### src/coap_uri_pkg.sv
// ----------------------------------------------------------------------------
// CoAP URI parser package
// Shared constants, types and helpers for the streaming URI host/port parser.
// ----------------------------------------------------------------------------
package coap_uri_pkg;

  localparam int unsigned MaxHostLen = 64;
  localparam int unsigned HostCntW   = $clog2(MaxHostLen);
  localparam int unsigned PortW      = 16;
  localparam int unsigned HostLenW   = 6;
  localparam int unsigned CharW      = 8;
  localparam int unsigned OutDataW   = 32;
  localparam int unsigned OutUserW   = 2;

  localparam logic [PortW-1:0] PortPlain  = 16'd5683;
  localparam logic [PortW-1:0] PortSecure = 16'd5684;
  localparam logic [PortW-1:0] PortMax    = 16'hFFFF;

  localparam logic [CharW-1:0] ChC      = 8'h63;
  localparam logic [CharW-1:0] ChO      = 8'h6F;
  localparam logic [CharW-1:0] ChA      = 8'h61;
  localparam logic [CharW-1:0] ChP      = 8'h70;
  localparam logic [CharW-1:0] ChS      = 8'h73;
  localparam logic [CharW-1:0] ChColon  = 8'h3A;
  localparam logic [CharW-1:0] ChSlash  = 8'h2F;
  localparam logic [CharW-1:0] ChLBrack = 8'h5B;
  localparam logic [CharW-1:0] ChRBrack = 8'h5D;
  localparam logic [CharW-1:0] ChZero   = 8'h30;
  localparam logic [CharW-1:0] ChNine   = 8'h39;

  typedef enum logic [2:0] {
    PhScheme,
    PhHost,
    PhBracket,
    PhPort,
    PhStopped,
    PhFail
  } phase_e;

  typedef struct packed {
    logic [HostLenW-1:0] host_length;
    logic [PortW-1:0]    port;
    logic                secure;
    logic                uri_ok;
    logic [CharW-1:0]    host_char;
  } out_data_t;

  typedef struct packed {
    logic done_res;
    logic host_char_valid;
  } out_user_t;

  // Expected character of the fixed "coap" prefix at a given position.
  function automatic logic [CharW-1:0] scheme_char(input logic [1:0] pos);
    logic [CharW-1:0] ch;
    case (pos)
      2'd0:    ch = ChC;
      2'd1:    ch = ChO;
      2'd2:    ch = ChA;
      default: ch = ChP;
    endcase
    return ch;
  endfunction

endpackage

### src/coap_uri_parser_unit.sv
// ----------------------------------------------------------------------------
// CoAP URI parser unit
// Streaming parser that checks the coap:// or coaps:// scheme, echoes host
// characters and reports secure flag, port and host length at the URI end.
// ----------------------------------------------------------------------------
// Usage:
// The slave stream carries one URI character per item in s_axis_tdata, with
// s_axis_tlast marking the final character. For every accepted item the
// master stream delivers exactly one result item in the next cycle, from an
// output register. tuser flags whether the item carries a host character
// and whether it is the end-of-URI summary; summary fields are zero on
// other items, and host_char is zero when no character was appended.
// Throughput is one item per cycle while the master side does not stall:
// the parser state updates in a single short combinational pass per character.
// When the master side stalls, the result register holds its item and the
// slave side stops accepting until the result is taken; while the result
// is being taken, a new character is accepted in the same cycle.
// Reset empties the output register and puts the parser at the start of a
// scheme. After the final character of each URI the parser returns to
// that same state, ready for the next URI.
// ----------------------------------------------------------------------------
module coap_uri_parser_unit (
  input  logic                                clk_i,
  input  logic                                rst_ni,
  input  logic                                s_axis_tvalid,
  output logic                                s_axis_tready,
  input  logic [coap_uri_pkg::CharW-1:0]      s_axis_tdata,  // [7:0] char_code
  input  logic                                s_axis_tlast,  // last
  output logic                                m_axis_tvalid,
  input  logic                                m_axis_tready,
  // [7:0] host_char, [8] uri_ok, [9] secure, [25:10] port, [31:26] host_length
  output logic [coap_uri_pkg::OutDataW-1:0]   m_axis_tdata,
  // [0] host_char_valid, [1] done_res
  output logic [coap_uri_pkg::OutUserW-1:0]   m_axis_tuser
);

  localparam int unsigned AccW = coap_uri_pkg::PortW + 4;

  coap_uri_pkg::phase_e                    phase_q, phase_d;
  logic [2:0]                              scheme_pos_q, scheme_pos_d;
  logic                                    secure_q, secure_d;
  logic [coap_uri_pkg::PortW-1:0]          port_q, port_d;
  logic [coap_uri_pkg::HostCntW-1:0]       host_cnt_q, host_cnt_d;
  logic                                    ovf_q, ovf_d;

  logic                                    out_valid_q;
  coap_uri_pkg::out_data_t                 out_data_q, out_data_d;
  coap_uri_pkg::out_user_t                 out_user_q, out_user_d;

  logic                                    accept;
  logic [coap_uri_pkg::CharW-1:0]          ch;
  logic                                    host_take;
  logic [AccW-1:0]                         port_mac;
  logic                                    matched;

  assign s_axis_tready = !out_valid_q || m_axis_tready;
  assign accept        = s_axis_tvalid && s_axis_tready;
  assign ch            = s_axis_tdata;

  assign port_mac = {1'b0, port_q, 3'b000} + {3'b000, port_q, 1'b0}
                  + AccW'(ch - coap_uri_pkg::ChZero);

  always_comb begin
    phase_d      = phase_q;
    scheme_pos_d = scheme_pos_q;
    secure_d     = secure_q;
    port_d       = port_q;
    host_cnt_d   = host_cnt_q;
    ovf_d        = ovf_q;
    host_take    = 1'b0;

    case (phase_q)
      coap_uri_pkg::PhScheme: begin
        if (scheme_pos_q < 3'd4) begin
          if (ch == coap_uri_pkg::scheme_char(scheme_pos_q[1:0])) begin
            scheme_pos_d = scheme_pos_q + 3'd1;
          end else begin
            phase_d = coap_uri_pkg::PhFail;
          end
        end else if (scheme_pos_q == 3'd4) begin
          if (ch == coap_uri_pkg::ChS && !secure_q) begin
            secure_d = 1'b1;
            port_d   = coap_uri_pkg::PortSecure;
          end else if (ch == coap_uri_pkg::ChColon) begin
            scheme_pos_d = 3'd5;
          end else begin
            phase_d = coap_uri_pkg::PhFail;
          end
        end else if (scheme_pos_q == 3'd5) begin
          if (ch == coap_uri_pkg::ChSlash) begin
            scheme_pos_d = 3'd6;
          end else begin
            phase_d = coap_uri_pkg::PhFail;
          end
        end else begin
          if (ch == coap_uri_pkg::ChSlash) begin
            phase_d = coap_uri_pkg::PhHost;
          end else begin
            phase_d = coap_uri_pkg::PhFail;
          end
        end
      end
      coap_uri_pkg::PhHost: begin
        if (ch == coap_uri_pkg::ChLBrack) begin
          phase_d = coap_uri_pkg::PhBracket;
        end else if (ch == coap_uri_pkg::ChColon) begin
          phase_d = coap_uri_pkg::PhPort;
          port_d  = '0;
        end else if (ch == coap_uri_pkg::ChSlash) begin
          phase_d = coap_uri_pkg::PhStopped;
        end else begin
          host_take = 1'b1;
        end
      end
      coap_uri_pkg::PhBracket: begin
        if (ch == coap_uri_pkg::ChRBrack) begin
          phase_d = coap_uri_pkg::PhHost;
        end else begin
          host_take = 1'b1;
        end
      end
      coap_uri_pkg::PhPort: begin
        if (ch == coap_uri_pkg::ChSlash) begin
          phase_d = coap_uri_pkg::PhStopped;
        end else if (ch inside {[coap_uri_pkg::ChZero:coap_uri_pkg::ChNine]}) begin
          if (port_mac > AccW'(coap_uri_pkg::PortMax)) begin
            port_d = coap_uri_pkg::PortMax;
            ovf_d  = 1'b1;
          end else begin
            port_d = port_mac[coap_uri_pkg::PortW-1:0];
          end
        end
      end
      default: begin
      end
    endcase

    out_user_d.host_char_valid = 1'b0;
    out_data_d.host_char       = '0;
    if (host_take) begin
      if (host_cnt_q < coap_uri_pkg::HostCntW'(coap_uri_pkg::MaxHostLen - 1)) begin
        host_cnt_d                 = host_cnt_q + coap_uri_pkg::HostCntW'(1);
        out_user_d.host_char_valid = 1'b1;
        out_data_d.host_char       = ch;
      end else begin
        ovf_d = 1'b1;
      end
    end

    matched = (phase_d != coap_uri_pkg::PhScheme) && (phase_d != coap_uri_pkg::PhFail);

    out_user_d.done_res    = s_axis_tlast;
    out_data_d.uri_ok      = 1'b0;
    out_data_d.secure      = 1'b0;
    out_data_d.port        = '0;
    out_data_d.host_length = '0;
    if (s_axis_tlast) begin
      out_data_d.uri_ok      = matched && (host_cnt_d != '0) && (port_d != '0) && !ovf_d;
      out_data_d.secure      = secure_d;
      out_data_d.port        = port_d;
      out_data_d.host_length = coap_uri_pkg::HostLenW'(host_cnt_d);
      phase_d                = coap_uri_pkg::PhScheme;
      scheme_pos_d           = '0;
      secure_d               = 1'b0;
      port_d                 = coap_uri_pkg::PortPlain;
      host_cnt_d             = '0;
      ovf_d                  = 1'b0;
    end
  end

  always_ff @(posedge clk_i or negedge rst_ni) begin
    if (!rst_ni) begin
      phase_q      <= coap_uri_pkg::PhScheme;
      scheme_pos_q <= '0;
      secure_q     <= 1'b0;
      port_q       <= coap_uri_pkg::PortPlain;
      host_cnt_q   <= '0;
      ovf_q        <= 1'b0;
      out_valid_q  <= 1'b0;
    end else begin
      if (accept) begin
        phase_q      <= phase_d;
        scheme_pos_q <= scheme_pos_d;
        secure_q     <= secure_d;
        port_q       <= port_d;
        host_cnt_q   <= host_cnt_d;
        ovf_q        <= ovf_d;
        out_valid_q  <= 1'b1;
      end else if (m_axis_tready) begin
        out_valid_q <= 1'b0;
      end
    end
  end

  always_ff @(posedge clk_i) begin
    if (accept) begin
      out_data_q <= out_data_d;
      out_user_q <= out_user_d;
    end
  end

  assign m_axis_tvalid = out_valid_q;
  assign m_axis_tdata  = out_data_q;
  assign m_axis_tuser  = out_user_q;

endmodule

### config.mk
export PLATFORM = sky130hd
export DESIGN_NAME = coap_uri_parser_unit
export DESIGN_NICKNAME = d
export VERILOG_FILES = /design/src/coap_uri_pkg.sv /design/src/coap_uri_parser_unit.sv
export SDC_FILE = /design/constraint.sdc
export NUM_CORES = 1
export LEC_CHECK = 0
export BUFFER_PORTS_ARGS = -buffer_cell sky130_fd_sc_hd__buf_2
export CORE_AREA = 2 2 104 106
export DETAILED_ROUTE_END_ITERATION = 12
export DIE_AREA = 0 0 106 108
export HOLD_SLACK_MARGIN = 0.05
export PLACE_DENSITY = 0.68
export SETUP_SLACK_MARGIN = 0.5
export SLEW_MARGIN = 10
export SYNTH_ARGS = -nofsm -noshare
export SYNTH_HDL_FRONTEND = slang
export SYNTH_SLANG_ARGS = --single-unit
### constraint.sdc
create_clock -name clk_i -period 4.5 [get_ports clk_i]
set_input_delay 0.225 -clock clk_i [delete_from_list [all_inputs] [get_ports clk_i]]
set_output_delay 0.225 -clock clk_i [all_outputs]
set_load 0.05 [all_outputs]
; ---- Word level (Yosys, flattened, before mapping)
; Index checks and enable logic that the tools add are counted.
[op_classes]
addsub = 5
n_lt_le_gt_ge = 5
n_eq_ne = 17
n_mux = 59
n_reduce_logical = 22
[ops]
columns = op, count
row1 = two-way mux 16 bit, 9
row2 = two-way mux 3 bit, 22
row3 = one-hot mux 16 bit (3 select lines), 1
row4 = "== test 8 x 7 -> 1 bit, second input constant", 3
row5 = adder 19 x 17 -> 20 bit, 1
row6 = adder 20 bit, 1
row7 = "> comparator 20 x 16 -> 1 bit, second input constant", 1
row8 = two-way mux 1 bit, 19
row9 = two-way mux 6 bit, 3
row10 = "== test 8 x 6 -> 1 bit, second input constant", 2
row11 = two-way mux 8 bit, 2
row12 = nonzero test 16 bit, 1
row13 = one-hot mux 5 bit (3 select lines), 1
row14 = one-hot mux 3 bit (4 select lines), 1
row15 = "subtractor 8 x 6 -> 9 bit, second input constant", 1
row16 = == test 8 bit, 1
row17 = ">= comparator 8 x 6 -> 1 bit, second input constant", 1
row18 = "<= comparator 8 x 6 -> 1 bit, second input constant", 1
row19 = nonzero test 4 bit, 2
row20 = logical AND 1 bit, 7
row21 = AND reduction 7 bit, 1
row22 = "adder 6 x 1 -> 6 bit, second input constant", 1
row23 = "== test 3 x 2 -> 1 bit, second input constant", 2
row24 = "== test 3 bit, second input constant", 2
row25 = 19 further kinds, 22
[totals]
reg_bits = 65
inputBits = 13
output_inout_bits = 36
elab_cells = 122

; ---- Logic depth before layout (Yosys ltp)
; Gate-level depths: netlist of the first run.
[logic_depth]
depth_word = 13
ltp_mapped = 16
depth_no_buf = 14

; ---- Worst setup path after synthesis of the first run
; No wires, ideal clock.
[synth_timing]
kind = input -> register
startpoint = in s_axis_tdata[4] (netlist bit)
endpoint = reg out_data_q (netlist bit m_axis_tdata[8]) (data pin)
arrival_time_ns = 4.436
required_time_ns = 4.231
setup_slack_ns = -0.205
stages = 15
path_buffers = 2
cell_sequence = ha_1 -> nor3_1 -> fa_1 -> ha_1 -> buf_6 -> a21oi_2 -> o21ai_0 -> or4_1 -> o21ai_1 -> o32ai_2 -> or2_1 -> buf_6 -> o31a_1 -> nor4b_2 -> a211oi_1
[synth_via]
elab_chain_len = 11
[synth_lines]
columns = item, line_no
row1 = "start, declared", coap_uri_parser_unit.sv:27  ; input logic [coap_uri_pkg::CharW-1:0] s_axis_tdata,
row2 = "parallel branches: the longest is 10 deep, another holds adder 20 bit", n/a
row3 = logical AND 1 bit (*), coap_uri_parser_unit.sv:158  ; out_data_d.uri_ok = matched && (host_cnt_d != '0) && (port_d != '0) && !ovf_d;
row4 = "end signal, assigned", coap_uri_parser_unit.sv:197  ; out_data_q <= out_data_d;
row5 = "end, declared", coap_uri_parser_unit.sv:47  ; coap_uri_pkg::out_data_t out_data_q, out_data_d;
; Mark *: on every way between the ends.
; A chain may end at the register's enable or synchronous reset.

; ---- Final worst setup path of the first run
[layout_timing]
startpoint = reg port_q[0] (netlist bit)
endpoint = reg out_data_q (netlist bit m_axis_tdata[8]) (data pin)
[layout_via]
elab_chain_len = 11
[layout_lines]
columns = item, line_no
row1 = "start, declared", coap_uri_parser_unit.sv:42  ; logic [coap_uri_pkg::PortW-1:0] port_q, port_d;
row2 = "start signal, assigned", coap_uri_parser_unit.sv:176  ; port_q <= coap_uri_pkg::PortPlain;
row3 = "start signal, assigned", coap_uri_parser_unit.sv:185  ; port_q <= port_d;
row4 = "parallel branches: the longest is 10 deep, another holds adder 19 x 17 -> 20 bit", n/a
row5 = logical AND 1 bit (*), coap_uri_parser_unit.sv:158
; Marked as above.

==> results of run 1 <==
stage by stage:
step / cell area [sq um] / instances / util [%] / worst slack, ns
2_1_floorplan: 5070 / 544 / - / 0.524
3_3_place_gp: 5350 / 701 / 52.3 / 0.294
3_5_place_dp: 5350 / 701 / 52.3 / 0.175
4_1_cts: 5610 / 718 / 54.8 / 0.559
5_1_grt: 5760 / 725 / 56.3 / 0.457
6_report: 5760 / 725 / 56.3 / 0.521
path summary, 6_finish.rpt:
path	to	slack (ns)
worst max-delay path	m_axis_tdata[8]	0.52
worst min-delay path	m_axis_tvalid	0.09
worst max register to register	m_axis_tdata[8]	0.52
worst min register to register	m_axis_tvalid	0.56
max in group asynchronous	port_q[3]	3.50
min in group asynchronous	scheme_pos_q[1]	0.47
power by group through the flow:
stage / Clock, uW / Sequential, uW / Combinational (uW)
2_1_floorplan: 0 / 773 / 359
3_3_place_gp: 0 / 711 / 531
3_5_place_dp: 0 / 714 / 541
4_1_cts: 588 / 702 / 550
5_1_grt: 610 / 707 / 650
6_report: 580 / 702 / 596
placed cells by master, fill, tap and decap left out, types with 7 or more instances in the layout:
cell	synthesis	final
clkbuf_8	0	9
o21ai_1	8	9
xor2_1	9	9
dfstp_2	7	7
buf_2	9	48
buf_4	1	10
o21ai_0	39	36
a21oi_1	37	35
a22o_1	12	12
edfxtp_1	34	34
nor2_1	39	39
nand4_1	7	7
fa_1	15	14
dfrtp_1	24	23
nand2_1	50	50
nor3_1	15	14
and3_1	14	14
and2_1	18	18
inv_1	17	17
nand3_1	11	11
ha_1	28	21
layout make-up:
type / count / area [sq um] / area share (%)
Multi-Input combinational cell: 429 / 3150 / 54.6
Timing Repair Buffer: 60 / 337 / 5.84
Tap cell: 136 / 170 / 2.95
Sequential cell: 65 / 1810 / 31.4
Clock inverter: 5 / 77.6 / 1.35
Inverter: 19 / 71.3 / 1.24
Clock buffer: 11 / 153 / 2.65
cell families (layout without fill, tap and decap cells):
kind of cell / after synthesis / count (layout) / share of synthesized area [%]
mux: 3 / 3 / 0.619
compound gates: 171 / 171 / 22.8
fa+ha+maj: 43 / 43 / 12.9
xor+xnor: 16 / 16 / 2.77
flops: 65 / 65 / 35.7
buf+inv: 51 / 95 / 4.70
simple gates: 195 / 196 / 20.5
registers in the layout (all words and copies together), names as in the netlist:
register	count
host_cnt_q	6
scheme_pos_q	3
m_axis_tdata	32
port_q	16
m_axis_tvalid	1
phase_q	3
secure_q	1
m_axis_tuser	2
ovf_q	1
per-layer routing:
layer | global-route usage (%) | up-vias | wire length [um]
met3 | 4.76 | 41 | 753
met2 | 43.1 | 166 | 6960
li1 | - | 2107 | -
met5 | 0 | - | 0
met1 | 30.5 | 2166 | 5560
met4 | 7.99 | 0 | 363
what timing repair did:
action | CTS | global route
setup buffers | 0 | 6
setup endpoints to repair | 8 | 5
gates cloned | 0 | 1
endpoints found under the hold margin | 24 | 0
resized for setup | 5 | 23
hold buffers | 1 | 0
pin swaps | 0 | 11
==> metrics, run 1 <==
pin count of the biggest net entering global routing=33; Int Pwr=about 1200 uW; FF-to-FF Start=port_q[0]; Clock Tree Buf Depth=2; Worst path most repeated cell=or4_1; nets@finish=between 600 and 700; Hold WS=~0.088 ns; CP delay by family, top=simple AND/OR/NAND/NOR gates; grt ovf=0; # IOs=49; sequential area share after synthesis=35.7%; worst slew pin tran=1.22 ns; RSZ-0062 raised after global routing=yes; hold depth=2; DR WL/cell=18.8 um; worst skew pair latency=around 0.35 ns; Initial Util=49.4%; Remaining DRCs=0; Sw Pwr=roughly 660 uW; share of cells above drive strength 1=between 20% and 30%; final setup vio count=0; worst-path maximum fanout=5; Syn. warnings=0; Seq cells post-synth=between 60 and 70; Die Area=roughly 0.011 sq mm; Syn Nets=600; Gate power share=between 30% and 40%; crit path cell chain=fa_1 -> buf_4 -> fa_2 -> a21o_1 -> a21oi_2 -> xnor2_2 -> or4_1 -> or4_1 -> or3_1 -> o21ai_1 -> nor4bb_2 -> a211oi_1; Critical Path Slowest Stage Cell=dfstp_2; clock share of power=30.9%; Slew Limit Fails=0; total power=about 1900 uW; Max VDD drop=between 0.00015 and 0.0002 V; pwr/cell area=around 330 mW/mm^2; antenna violations before repair=0; Post-DP HPWL=~10 mm; R2R cell count=12; CTS clock-pin slew for the worst setup and hold paths=approximately 0.080 ns; Net Sw Frac=a little over a third; sequential group share of total power=around 37%; max-cap viol count=0; Top FF cell, synth=edfxtp_1; relative slew slack=18.7%; DR vias=~4500; Synth area leader=edfxtp_1; Area growth syn-to-layout=14.0%; WP data required=between 4 and 5 ns; first-pass detailed-route iteration total=5; fillers=between 900 and 1000; HP Start=s_axis_tvalid; CTS tree=built; DR vias/cell=about 6; Lkg Pwr=0.00240 uW; Synth area leaders=edfxtp_1 20%, dfrtp_1 12%, ha_1 6.9%; Syn Inst Count=around 540; vias in the first global route=4437; ANT nets after route=0; FMAX=about 0.25 GHz; Syn Area/Cell=between 9 and 10 sq um; core box area=0.0102 sq mm; crit path launch=port_q[0]; crit share post-route=88.4%; Num CTS Buffers=9; arrival time of the worst setup path=a little over 4 ns; # port buffers=48; Worst setup SP type=flip-flop; Fin Clk Skew=approximately 0.012 ns; Die H=around 110 um; all-layer global routing usage=24.5%; Crit Path Class=flip-flop to flip-flop; Cell variety after synth=between 70 and 80; Antenna Cells=0; Die W=roughly 110 um; post-layout min period=3.98 ns; Bufs and invs on worst path=1; EDFF count, synth=34; most instantiated cells after synthesis=50 x nand2_1, 39 x nor2_1, 39 x o21ai_0; root buf cell=clkbuf_8; ys async rst share=a little under half; most common cell in the netlist=nand2_1; WP depth=12; H-tree depth=3; Setup TNS Final=0 ns; Hold Path Class=input pin to flip-flop; CP Capture Type=flip-flop; CP max stage delay=about 0.61 ns; first-pass GRT wire length=approximately 22 mm; gpl congestion=a little over 0.9; DR iter-0 viols=324; Hold Fails Final Rpt=0; status=completed; Routed WL=13.6 mm; Post-Syn Area=0.00506 sq mm; Yosys top cell area share=about a fifth; # rows=37; Sink Count=65
Power figures use the tool's default switching activity.
==> inputs of run 2 (changes only) <==
CELL_PAD_IN_SITES_DETAIL_PLACEMENT = 1   (was unset)
CELL_PAD_IN_SITES_GLOBAL_PLACEMENT = 1   (was unset)
CORE_AREA = 2 2 107 109   (was 2 2 104 106)
DIE_AREA = 0 0 109 111   (was 0 0 106 108)
PLACE_DENSITY = unset   (was 0.68)
PLACE_DENSITY_LB_ADDON = 0.1   (was unset)
==> metrics, run 2 (synthesized netlist as in run 1, its figures left out) <==
status=completed; total power=1990 uW (+5.9%); Max VDD drop=0.000262 V (+54%); Die H=111 um (+2.8%); # rows=39 (+5.4%); core box area=0.0111 sq mm (+8.3%); sequential group share of total power=35.6% (-1.8 points); pin count of the biggest net entering global routing=45 (+36%); most frequent cells in the layout=50 x nand2_1, 48 x buf_2, 39 x nor2_1; share of cells above drive strength 1=20.0% (-0.20 points); Post-DP HPWL=11.3 mm (+12%); Die Area=0.0121 sq mm (+5.7%); RSZ-0062 raised after global routing=yes; final setup vio count=0 (unchanged); first-pass GRT wire length=25.6 mm (+15%); Sink Count=65 (unchanged); Routed WL=15.7 mm (+15%); grt ovf=0 (unchanged); crit path launch=port_q[0]; relative slew slack=43.3% (+25 points); gpl congestion=0.898 (-3.5%); Setup TNS Final=0 ns (unchanged); DR iter-0 viols=355 (+9.6%); Clock Tree Buf Depth=2 (unchanged); # IOs=49 (unchanged); root buf cell=clkbuf_16; Hold Fails Final Rpt=0 (unchanged); Num CTS Buffers=9 (unchanged); H-tree depth=3 (unchanged); Crit Path Class=flip-flop to flip-flop; metal3 WL=679 um (-9.8%); Remaining DRCs=0 (unchanged); DR vias/cell=6.24 (+1.0%); worst-path maximum fanout=5 (unchanged); max-cap viol count=0 (unchanged); Area growth syn-to-layout=15.2%; nets@finish=641 (+0.16%); DR vias=4576 (+2.1%); Initial Util=45.6% (-3.8 points); ANT nets after route=0 (unchanged); FF-to-FF Start=port_q[0]; CP Capture Type=flip-flop; commonest non-fill, non-tap cell in the layout=nand2_1; Antenna Cells=0 (unchanged); Hold WS=0.144 ns (+0.0570 ns); pwr/cell area=341 mW/mm^2 (+4.7%); worst skew pair latency=0.33 ns (-0.02 ns); fillers=1295 (+41%); clock share of power=33.6% (+2.7 points); Largest register FFs=32 (unchanged); Die W=109 um (+2.8%); Fin Clk Skew=0.00455 ns (-0.00726 ns); WL met1=7.07 mm (+27%); DR WL/cell=21.5 um (+14%); worst slew pin tran=0.850 ns (-0.365 ns); Worst setup SP type=flip-flop; post-layout min period=3.91 ns (-0.0725 ns); Sw Pwr=688 uW (+4.6%); first-pass detailed-route iteration total=5 (unchanged); Lkg Pwr=0.00241 uW (+0.72%); Final Cell Area=0.00583 sq mm (+1.1%); Slew Limit Fails=0 (unchanged); HP Start=s_axis_tvalid; CTS tree=built; FMAX=0.256 GHz (+1.9%); CTS clock-pin slew for the worst setup and hold paths=0.05 ns (-0.03 ns); antenna violations before repair=0 (unchanged); Net Sw Frac=34.6% (-0.42 points); # port buffers=48 (unchanged); Int Pwr=1300 uW (+6.6%); vias in the first global route=4661 (+5.0%); Hold Path Class=input pin to flip-flop; all-layer global routing usage=27.3% (+2.7 points); arrival time of the worst setup path=3.96 ns (-0.09 ns); Placement Cell Area=0.00538 sq mm (+0.44%); DR top layer=met4; metal2 WL=7.78 mm (+12%); WP data required=4.56 ns (-0.02 ns); crit share post-route=86.8% (-1.6 points); Gate power share=30.8% (-0.9 points)
[run 2: final timing paths]
check | endpoint | slack [ns] | cells after the start
max | m_axis_tdata[8] | 0.59 | 11
min reg2reg | ovf_q | 0.56 | 2
min | m_axis_tvalid | 0.14 | 2
max in group asynchronous | port_q[3] | 3.48 | 2
max reg2reg | m_axis_tdata[8] | 0.59 | 11
min in group asynchronous | host_cnt_q[3] | 0.50 | 2
[run 2: through the flow]
step	setup slack [ns]	util, %	cells
2_1_floorplan	0.524	-	544
5_1_grt	0.400	52.6	733
3_3_place_gp	0.286	48.5	710
4_1_cts	0.516	51.3	727
6_report	0.594	52.6	733
3_5_place_dp	0.163	48.5	710
[run 2: power groups by stage]
| stage | sequential, uW | combinational, uW | clock, uW |
|---|---|---|---|
| detailed placement | 717 | 565 | 0 |
| finish | 708 | 613 | 669 |
| CTS | 707 | 579 | 676 |
| global placement | 714 | 551 | 0 |
| global route | 712 | 669 | 699 |
| floorplan | 773 | 359 | 0 |
[run 2: layer usage]
| layer | up-vias | GRT usage, % |
|---|---|---|
| li1 | 2118 | - |
| met1 | 2319 | 39.3 |
| met2 | 118 | 44.0 |
| met3 | 21 | 3.23 |
| met4 | 0 | 5.64 |
| met5 | - | 0 |
[run 2: final cells by class]
cell class | instances | area [sq um] | share of cell area [%]
Multi-Input combinational cell | 428 | 3140 | 53.9
Sequential cell | 65 | 1810 | 31.0
Timing Repair Buffer | 62 | 352 | 6.03
Clock buffer | 12 | 236 | 4.06
Tap cell | 143 | 179 | 3.07
Inverter | 19 | 71.3 | 1.22
Clock inverter | 4 | 43.8 | 0.752
[run 2: worst max-delay path, stage by stage (launching register included)]
cell,delay (ns)
dfstp_2,0.64
fa_2,0.51
fa_2,0.45
a21o_1,0.20
a21oi_2,0.17
xnor2_2,0.11
or4_1,0.40
or4_1,0.39
or3_1,0.32
o21ai_1,0.13
nor4bb_4,0.21
a211oi_1,0.11
[run 2: repair_timing]
item                                    in CTS  in global routing
hold endpoints to repair                    24                  0
pin swaps                                    1                  8
gates resized for setup                      6                 22
endpoints found under the setup margin      11                 13
hold buffers                                 1                  0
buffers inserted                             0                  6
